==> config.mk <==
export PLATFORM = sky130hd
export DESIGN_NAME = crc32_frame_receiver_unit
export DESIGN_NICKNAME = d
export VERILOG_FILES = /design/src/hdl/cfr_pkg.sv /design/src/hdl/crc32_frame_receiver_unit.sv
export VERILOG_INCLUDE_DIRS = /design/src /design/src/hdl
export SDC_FILE = /design/constraint.sdc
export NUM_CORES = 1
export LEC_CHECK = 0
export BUFFER_PORTS_ARGS = -buffer_cell sky130_fd_sc_hd__buf_2
export CORE_ASPECT_RATIO = 0.6
export CORE_UTILIZATION = 55
export CTS_CLUSTER_SIZE = 10
export DETAILED_ROUTE_END_ITERATION = 12
export HOLD_SLACK_MARGIN = 0.12
export MAX_ROUTING_LAYER = met4
export PLACE_DENSITY = 0.73
export SYNTH_ARGS = -nofsm -noshare
export SYNTH_HDL_FRONTEND = slang
export SYNTH_SLANG_ARGS = --single-unit
export TNS_END_PERCENT = 5
==> constraint.sdc <==
create_clock -name clock -period 16.43 [get_ports clock]
set_clock_uncertainty 0.05 [all_clocks]
set_input_delay 0.8215 -clock clock [delete_from_list [all_inputs] [get_ports clock]]
set_output_delay 0.8215 -clock clock [all_outputs]
set_load 0.02 [all_outputs]
==> src/hdl/crc32_frame_receiver_unit_defines.svh <==
// assertion macros for the crc32 frame receiver
// used by crc32_frame_receiver_unit.sv, expects signals clock and reset in scope
`ifndef CRC32_FRAME_RECEIVER_UNIT_DEFINES_SVH
`define CRC32_FRAME_RECEIVER_UNIT_DEFINES_SVH

// same-cycle implication, disabled during reset
`define CFR_ASSERT_IMPLIES(label, ante, cons, msg) \
   label: assert property (@(posedge clock) disable iff (reset) (ante) |-> (cons)) \
      else $error(msg);

// next-cycle implication, disabled during reset
`define CFR_ASSERT_NEXT(label, ante, cons, msg) \
   label: assert property (@(posedge clock) disable iff (reset) (ante) |=> (cons)) \
      else $error(msg);

`endif

==> src/hdl/cfr_pkg.sv <==
// shared types, constants and the byte-wide crc-32 update for the frame receiver
// no dependencies
package cfr_pkg;

   localparam logic [31:0] CRC_POLY = 32'hEDB88320;
   localparam logic [31:0] CRC_ALL  = 32'hFFFFFFFF;

   localparam int unsigned HDR_BYTES = 8;
   localparam int unsigned CRC_BYTES = 4;

   localparam logic [15:0] MAX_PAYLOAD_RST   = 16'(16 * 1024);
   localparam logic [8:0]  CHANNEL_COUNT_RST = 9'd8;

   // csr register indexes
   localparam logic CSR_MAX_PAYLOAD   = 1'b0;
   localparam logic CSR_CHANNEL_COUNT = 1'b1;

   // result kinds
   localparam logic KIND_DATA    = 1'b0;
   localparam logic KIND_VERDICT = 1'b1;

   // verdict codes
   localparam logic [1:0] VERDICT_GOOD    = 2'd0;
   localparam logic [1:0] VERDICT_BAD_HDR = 2'd1;
   localparam logic [1:0] VERDICT_BAD_CRC = 2'd2;

   localparam int unsigned RSP_DATA_W = 184;

   typedef enum logic [1:0] {
      PH_HEADER  = 2'd0,
      PH_PAYLOAD = 2'd1,
      PH_CRC     = 2'd2
   } phase_type;

   typedef struct packed {
      logic        kind;
      logic [7:0]  data_byte;
      logic [7:0]  channel;
      logic [15:0] frame_flags;
      logic [15:0] payload_len;
      logic [1:0]  verdict;
      logic [31:0] error_total;
      logic [31:0] good_frames;
      logic [63:0] good_bytes;
   } rsp_type;

   // reflected crc-32, one byte, lsb first
   function automatic logic [31:0] crc_step(input logic [31:0] crc, input logic [7:0] b);
      logic [31:0] c;
      c = crc ^ {24'd0, b};
      for (int i = 0; i < 8; i++) begin
         c = c[0] ? ((c >> 1) ^ CRC_POLY) : (c >> 1);
      end
      return c;
   endfunction

endpackage

==> src/hdl/crc32_frame_receiver_unit.sv <==
// crc-32 checked frame receiver: header parse, payload pass-through, crc check, counters
// depends on cfr_pkg and crc32_frame_receiver_unit_defines.svh
`include "crc32_frame_receiver_unit_defines.svh"

// channel  dir  fields
// req_     in   tdata[7:0] rx_byte
// rsp_     out  tuser[0] kind; tdata data_byte .. good_bytes (see port list)
// csr_     in   index 0 max_payload, index 1 channel_count
//
// one byte per cycle: each word is parsed on accept, header and payload words crc-folded,
// the longest path being the eight-step byte-wide crc update and the 64-bit byte counter
// the result lands in an output register backed by one skid entry, so req_tready only
// drops while both are full and a stalled rsp side costs no input cycle until then
// reset is synchronous and restores the register defaults, the counters and header hunt
module crc32_frame_receiver_unit
   import cfr_pkg::*;
(
   input  logic                  clock,
   input  logic                  reset,
   // input words
   input  logic                  req_tvalid,
   output logic                  req_tready,
   input  logic [7:0]            req_tdata,   // [7:0] rx_byte
   // result words
   output logic                  rsp_tvalid,
   input  logic                  rsp_tready,
   output logic [RSP_DATA_W-1:0] rsp_tdata,   // [7:0] data_byte, [15:8] channel,
                                              // [31:16] frame_flags, [47:32] payload_len,
                                              // [49:48] verdict, [81:50] error_total,
                                              // [113:82] good_frames, [177:114] good_bytes,
                                              // [183:178] zero
   output logic [0:0]            rsp_tuser,   // [0] kind
   // register writes
   input  logic                  csr_we,
   input  logic [0:0]            csr_index,
   input  logic [15:0]           csr_wdata
);

   // config registers
   logic [15:0] max_payload_ff;
   logic [8:0]  channel_count_ff;

   // frame state
   phase_type   phase_ff, phase_in;
   logic [2:0]  byte_index_ff, byte_index_in;
   logic [7:0]  chan_ff, chan_in;
   logic [15:0] flags_ff, flags_in;
   logic [15:0] len_ff, len_in;
   logic [15:0] remaining_ff, remaining_in;
   logic [31:0] crc_run_ff, crc_run_in;
   logic [23:0] crc_rx_ff, crc_rx_in;     // low three bytes of the received crc
   logic [31:0] err_count_ff, err_count_in;
   logic [31:0] frame_count_ff, frame_count_in;
   logic [63:0] byte_count_ff, byte_count_in;

   // output register and skid entry
   logic        out_valid_ff;
   rsp_type     out_ff;
   logic        skid_valid_ff;
   rsp_type     skid_ff;

   logic        accept;
   logic [7:0]  b;
   logic [2:0]  hdr_idx;
   logic        hdr_last;
   logic        hdr_bad;
   logic [15:0] len_full;
   logic [15:0] rem_dec;
   logic        crc_last;
   logic        crc_ok;
   logic [31:0] crc_base;
   logic        has_result;
   rsp_type     result;

   assign req_tready = ~skid_valid_ff;
   assign accept     = req_tvalid & req_tready;
   assign b          = req_tdata;

   // an unused phase code restarts the header at its first byte
   assign hdr_idx  = (phase_ff == PH_HEADER) ? byte_index_ff : 3'd0;
   assign hdr_last = (hdr_idx == 3'd7);
   assign len_full = {b, len_ff[7:0]};
   assign hdr_bad  = (len_full > max_payload_ff) || ({1'b0, chan_ff} >= channel_count_ff);
   assign rem_dec  = remaining_ff - 16'd1;
   assign crc_last = (byte_index_ff == 3'd3);
   assign crc_ok   = ((crc_run_ff ^ CRC_ALL) == {b, crc_rx_ff});
   assign crc_base = (hdr_idx == 3'd0) ? CRC_ALL : crc_run_ff;

   // next phase and byte position
   always_comb begin
      phase_in      = phase_ff;
      byte_index_in = byte_index_ff;
      if (accept) begin
         case (phase_ff)
            PH_PAYLOAD: begin
               if (rem_dec == 16'd0) begin
                  phase_in      = PH_CRC;
                  byte_index_in = 3'd0;
               end
            end
            PH_CRC: begin
               if (crc_last) begin
                  phase_in      = PH_HEADER;
                  byte_index_in = 3'd0;
               end else begin
                  byte_index_in = byte_index_ff + 3'd1;
               end
            end
            default: begin
               phase_in      = PH_HEADER;
               byte_index_in = hdr_idx + 3'd1;   // wraps to zero after the last header byte
               if (hdr_last && !hdr_bad) begin
                  phase_in = (len_full == 16'd0) ? PH_CRC : PH_PAYLOAD;
               end
            end
         endcase
      end
   end

   // datapath, counters and result word
   always_comb begin
      chan_in        = chan_ff;
      flags_in       = flags_ff;
      len_in         = len_ff;
      remaining_in   = remaining_ff;
      crc_run_in     = crc_run_ff;
      crc_rx_in      = crc_rx_ff;
      err_count_in   = err_count_ff;
      frame_count_in = frame_count_ff;
      byte_count_in  = byte_count_ff;
      has_result     = 1'b0;
      result.kind    = KIND_DATA;
      result.data_byte = 8'd0;
      result.verdict = VERDICT_GOOD;
      if (accept) begin
         case (phase_ff)
            PH_PAYLOAD: begin
               crc_run_in       = crc_step(crc_run_ff, b);
               remaining_in     = rem_dec;
               has_result       = 1'b1;
               result.data_byte = b;
            end
            PH_CRC: begin
               case (byte_index_ff[1:0])
                  2'd0:    crc_rx_in[7:0]   = b;
                  2'd1:    crc_rx_in[15:8]  = b;
                  2'd2:    crc_rx_in[23:16] = b;
                  default: crc_rx_in        = crc_rx_ff;
               endcase
               if (crc_last) begin
                  has_result  = 1'b1;
                  result.kind = KIND_VERDICT;
                  crc_run_in  = CRC_ALL;
                  if (crc_ok) begin
                     frame_count_in = frame_count_ff + 32'd1;
                     byte_count_in  = byte_count_ff + 64'(len_ff)
                                      + 64'(HDR_BYTES + CRC_BYTES);
                  end else begin
                     err_count_in   = err_count_ff + 32'd1;
                     result.verdict = VERDICT_BAD_CRC;
                  end
               end
            end
            default: begin
               crc_run_in = crc_step(crc_base, b);
               case (hdr_idx)
                  3'd0:    chan_in         = b;
                  3'd4:    flags_in        = {8'd0, b};
                  3'd5:    flags_in[15:8]  = b;
                  3'd6:    len_in          = {8'd0, b};
                  3'd7:    len_in          = len_full;
                  default: chan_in         = chan_ff;
               endcase
               if (hdr_last) begin
                  if (hdr_bad) begin
                     err_count_in   = err_count_ff + 32'd1;
                     crc_run_in     = CRC_ALL;
                     has_result     = 1'b1;
                     result.kind    = KIND_VERDICT;
                     result.verdict = VERDICT_BAD_HDR;
                  end else begin
                     remaining_in = len_full;
                  end
               end
            end
         endcase
      end
      result.channel     = chan_in;
      result.frame_flags = flags_in;
      result.payload_len = len_in;
      result.error_total = err_count_in;
      result.good_frames = frame_count_in;
      result.good_bytes  = byte_count_in;
   end

   // config port
   always_ff @(posedge clock) begin
      if (reset) begin
         max_payload_ff   <= MAX_PAYLOAD_RST;
         channel_count_ff <= CHANNEL_COUNT_RST;
      end else if (csr_we) begin
         case (csr_index)
            CSR_MAX_PAYLOAD:   max_payload_ff   <= csr_wdata;
            CSR_CHANNEL_COUNT: channel_count_ff <= csr_wdata[8:0];
            default:           max_payload_ff   <= max_payload_ff;
         endcase
      end
   end

   // frame state and counters
   always_ff @(posedge clock) begin
      if (reset) begin
         phase_ff       <= PH_HEADER;
         byte_index_ff  <= 3'd0;
         chan_ff        <= 8'd0;
         flags_ff       <= 16'd0;
         len_ff         <= 16'd0;
         remaining_ff   <= 16'd0;
         crc_run_ff     <= CRC_ALL;
         err_count_ff   <= 32'd0;
         frame_count_ff <= 32'd0;
         byte_count_ff  <= 64'd0;
      end else begin
         phase_ff       <= phase_in;
         byte_index_ff  <= byte_index_in;
         chan_ff        <= chan_in;
         flags_ff       <= flags_in;
         len_ff         <= len_in;
         remaining_ff   <= remaining_in;
         crc_run_ff     <= crc_run_in;
         err_count_ff   <= err_count_in;
         frame_count_ff <= frame_count_in;
         byte_count_ff  <= byte_count_in;
      end
   end

   // received crc bytes, each written before it is read
   always_ff @(posedge clock) begin
      crc_rx_ff <= crc_rx_in;
   end

   // output register with skid entry
   always_ff @(posedge clock) begin
      if (reset) begin
         out_valid_ff  <= 1'b0;
         skid_valid_ff <= 1'b0;
      end else if (rsp_tready || !out_valid_ff) begin
         if (skid_valid_ff) begin
            out_valid_ff  <= 1'b1;
            skid_valid_ff <= 1'b0;
         end else begin
            out_valid_ff  <= has_result;
         end
      end else if (has_result) begin
         skid_valid_ff <= 1'b1;
      end
   end

   always_ff @(posedge clock) begin
      if (rsp_tready || !out_valid_ff) begin
         out_ff <= skid_valid_ff ? skid_ff : result;
      end else if (has_result) begin
         skid_ff <= result;
      end
   end

   assign rsp_tvalid   = out_valid_ff;
   assign rsp_tuser[0] = out_ff.kind;
   assign rsp_tdata    = {6'd0, out_ff.good_bytes, out_ff.good_frames, out_ff.error_total,
                          out_ff.verdict, out_ff.payload_len, out_ff.frame_flags,
                          out_ff.channel, out_ff.data_byte};

   `CFR_ASSERT_IMPLIES(a_skid_behind_out, skid_valid_ff, out_valid_ff, "skid full with output empty")
   `CFR_ASSERT_IMPLIES(a_verdict_no_data, out_valid_ff && (out_ff.kind == KIND_VERDICT), out_ff.data_byte == 8'd0, "verdict word carries data")
   `CFR_ASSERT_IMPLIES(a_data_no_verdict, out_valid_ff && (out_ff.kind == KIND_DATA), out_ff.verdict == VERDICT_GOOD, "payload word carries verdict")
   `CFR_ASSERT_IMPLIES(a_payload_left, phase_ff == PH_PAYLOAD, remaining_ff != 16'd0, "payload phase with nothing left")
   `CFR_ASSERT_NEXT(a_crc_position, phase_ff == PH_CRC, byte_index_ff[2] == 1'b0 || phase_ff != PH_CRC, "crc byte index out of range")

endmodule
==> metrics.txt <==
number of enable-type register cells in the synthesized netlist about 380; Synth-to-Final Area Change 12.6%; number of max-capacitance violations reported 0; kind of start point of the critical path primary input; result of the run finished with violations; syn_area_per_cell about 11 sq um; share of post-route cells with drive strength above 1 between 15 and 20%; Post-Place Setup Slack around 11 ns; slew margin rel. 8.88%; initial antenna violation count 2; count of port buffers added during placement 210; post-layout min period 5.19 ns; synth unique cells roughly 80; synthesized instance count 2,644; Setup Buffers After CTS 0; Leakage between 10 and 15 nW; top library cells by usage in the layout, fill and taps aside sky130_fd_sc_hd__edfxtp_1 (382), sky130_fd_sc_hd__dfxtp_1 (247), sky130_fd_sc_hd__nand2_1 (227); Routed Antenna Nets 0; global-route usage over all layers 27.6%; number of vias per cell after detailed routing 5.86; max-slew violation count 0; horizontal extent of the die 302 um; violated checks DRC; Mapped Area 29,700 sq um; main flop type after synthesis sky130_fd_sc_hd__edfxtp_1; crit end category flip-flop; final number of hold-violating endpoints 0; Arr. time, crit path between 5 and 6 ns; most common library cell in the layout ignoring fill and taps sky130_fd_sc_hd__edfxtp_1; total routed wirelength 72,800 um; FF+latch count, synth 630; proportion of synthesized chip area in sequential cells 55.3%; part of the cycle the worst path needs 31.6%; CTS H-Tree Depth 3; type of the worst setup path in -> reg; Worst-path clk slew 0.06 ns; clock latency on the worst-skew pair between 0.6 and 0.7 ns; remaining global-route overflow 0; total via count in the routed design 20,900; number of DRC markers in iteration 0 2,045; slew at the pin closest to its max-slew limit 1.37 ns; via count of the first global-routing pass 20,200; proportion of synthesized flip-flops having asynchronous set or reset 0%; TritonCTS buffer count 73; first-pass GRT wire length 115,000 um; largest net degree at the start of global routing 155; final critical-path setup slack 11.24 ns; power per standard cell area 107 nW/um^2; Worst EP required 16.58 ns; estimated wirelength of the detail-placed design 47,400 um; final sum of negative setup slack 0 ns; placement row count 65; Tightest Hold Check Type reg -> reg; initial core utilization 56.1%; area of the die 55,000 sq um; Core Region ~53,000 sq um; crit-path max FO 154; sinks on the clock net 630; setup repair after global routing missed its margin false; setup-violating endpoint count in the final report 0; count of unresolved DRC violations after routing 8; Worst IR Drop VDD 0.0000708 V; count of synthesis-stage warnings from yosys 0; max frequency 193 MHz; net count of the finished layout between 2,000 and 3,000; GPL Wtd Cong about 0.94; count of TritonRoute iterations in the first routing pass 11; clock buffer depth 3; clock root buffer sky130_fd_sc_hd__clkbuf_16; quantity of gates resized following cts 0; count of fill cells added during filler insertion 4,183; Top Ports 217; chip height 182 um; clock tree from TritonCTS yes; Routed WL per cell between 20 and 25 um; CTS Hold Buffers Added 0
-- state kept, by name, indices dropped and copies added (netlist names) --
name              count
byte_index_ff         3
skid_valid_ff         1
rsp_tuser             1
crc_rx_ff            24
err_count_ff         32
flags_ff             16
len_ff               16
crc_run_ff           32
rsp_tdata           178
frame_count_ff       32
byte_count_ff        64
chan_ff               8
skid_ff             179
rsp_tvalid            1
phase_ff              2
remaining_ff         16
channel_count_ff      9
max_payload_ff       16
-- power breakdown --
group          leakage, nW  internal (W)  switching, W
Combinational         6.61      0.000157      0.000207
Sequential            5.97       0.00168     0.0000352
Clock                 1.04      0.000859      0.000640
Total                 13.6       0.00270      0.000882
-- area by class of cell --
cell class                      instances  area (sq um)  area share (%)
Clock buffer                          128          2060            6.17
Clock inverter                          7           128           0.382
Timing Repair Buffer                  234          1240            3.72
Sequential cell                       630         16400            49.2
Tap cell                              703           880            2.63
Antenna cell                            1          2.50         0.00748
Inverter                               80           307           0.917
Multi-Input combinational cell       1785         12400            37.0
-- layer usage --
layer / wire length [um] / share of wire, % / track usage (%) / vias up
li1: - / - / - / 9740
met1: 34300 / 47 / 40.4 / 10300
met2: 31900 / 44 / 39.7 / 790
met3: 5580 / 7.7 / 5.20 / 96
met4: 987 / 1.4 / 5.54 / 0
met5: 0 / 0 / - / -
-- critical path, stage by stage --
cell	delay [ns]
sky130_fd_sc_hd__buf_2	0.55
sky130_fd_sc_hd__ha_1	0.27
sky130_fd_sc_hd__nand4_1	0.20
sky130_fd_sc_hd__or3_1	0.42
sky130_fd_sc_hd__a21o_1	0.19
sky130_fd_sc_hd__a311oi_1	0.56
sky130_fd_sc_hd__nor2_1	0.33
sky130_fd_sc_hd__a31oi_1	0.27
sky130_fd_sc_hd__nor2b_4	0.73
sky130_fd_sc_hd__buf_12	0.58
-- per-stage QoR --
step | total power, W | area (sq um) | std cells | hold slack, ns | utilization [%]
6_report | 0.00358 | 33400 | 3568 | 0.408 | 63.2
5_1_grt | 0.00371 | 33400 | 3568 | 0.411 | 63.2
4_1_cts | 0.00360 | 33400 | 3567 | 0.386 | 63.2
3_5_place_dp | 0.00211 | 31200 | 3432 | 0.401 | 59.0
3_3_place_gp | 0.00210 | 31200 | 3432 | 0.398 | 59.0
2_1_floorplan | 0.00202 | 29700 | 2649 | 0.386 | -
-- synthesized netlist by cell type, types with 13 or more instances --
cell / instances / area (sq um)
sky130_fd_sc_hd__edfxtp_1: 382 / 11500
sky130_fd_sc_hd__dfxtp_1: 248 / 4960
sky130_fd_sc_hd__nand2_1: 227 / 852
sky130_fd_sc_hd__xnor2_1: 186 / 1630
sky130_fd_sc_hd__mux2_2: 160 / 1800
sky130_fd_sc_hd__and2_1: 156 / 976
sky130_fd_sc_hd__nor2_1: 141 / 529
sky130_fd_sc_hd__a21oi_1: 136 / 681
sky130_fd_sc_hd__xor2_1: 116 / 1020
sky130_fd_sc_hd__clkbuf_1: 115 / 432
sky130_fd_sc_hd__inv_1: 78 / 293
sky130_fd_sc_hd__o21ai_0: 78 / 390
sky130_fd_sc_hd__ha_1: 72 / 901
sky130_fd_sc_hd__nand3_1: 70 / 350
sky130_fd_sc_hd__and3_1: 44 / 275
sky130_fd_sc_hd__nand4_1: 40 / 250
sky130_fd_sc_hd__nor3_1: 40 / 200
sky130_fd_sc_hd__o31ai_1: 34 / 255
sky130_fd_sc_hd__a21o_1: 26 / 195
sky130_fd_sc_hd__buf_2: 24 / 120
sky130_fd_sc_hd__a211oi_1: 20 / 150
sky130_fd_sc_hd__or3_1: 18 / 113
sky130_fd_sc_hd__a22o_1: 17 / 149
sky130_fd_sc_hd__nor4_1: 16 / 100
sky130_fd_sc_hd__mux2i_1: 15 / 150
sky130_fd_sc_hd__a221oi_1: 13 / 114
-- path summary, 6_finish.rpt --
check,from,endpoint,slack (ns),cells after the start
max,req_tdata[7],skid_ff[154],11.24,10
min,max_payload_ff[8],max_payload_ff[8],0.41,2
max reg2reg,phase_ff[1],skid_ff[154],11.55,12
min reg2reg,max_payload_ff[8],max_payload_ff[8],0.41,2
-- cells by family (layout without fill, tap and decap cells) --
kind of cell,count (synthesis),count (layout),synth area share [%]
AND/OR/NAND/NOR,813,813,13.9
flip-flops,630,630,55.3
AO/OA/AOI/OAI,416,416,9.06
XOR/XNOR,302,302,8.90
buffers and inverters,234,449,3.15
multiplexers,175,175,6.57
adder cells (fa/ha/maj),73,73,3.10
other,1,7,0.0126
Power figures use the tool's default switching activity.
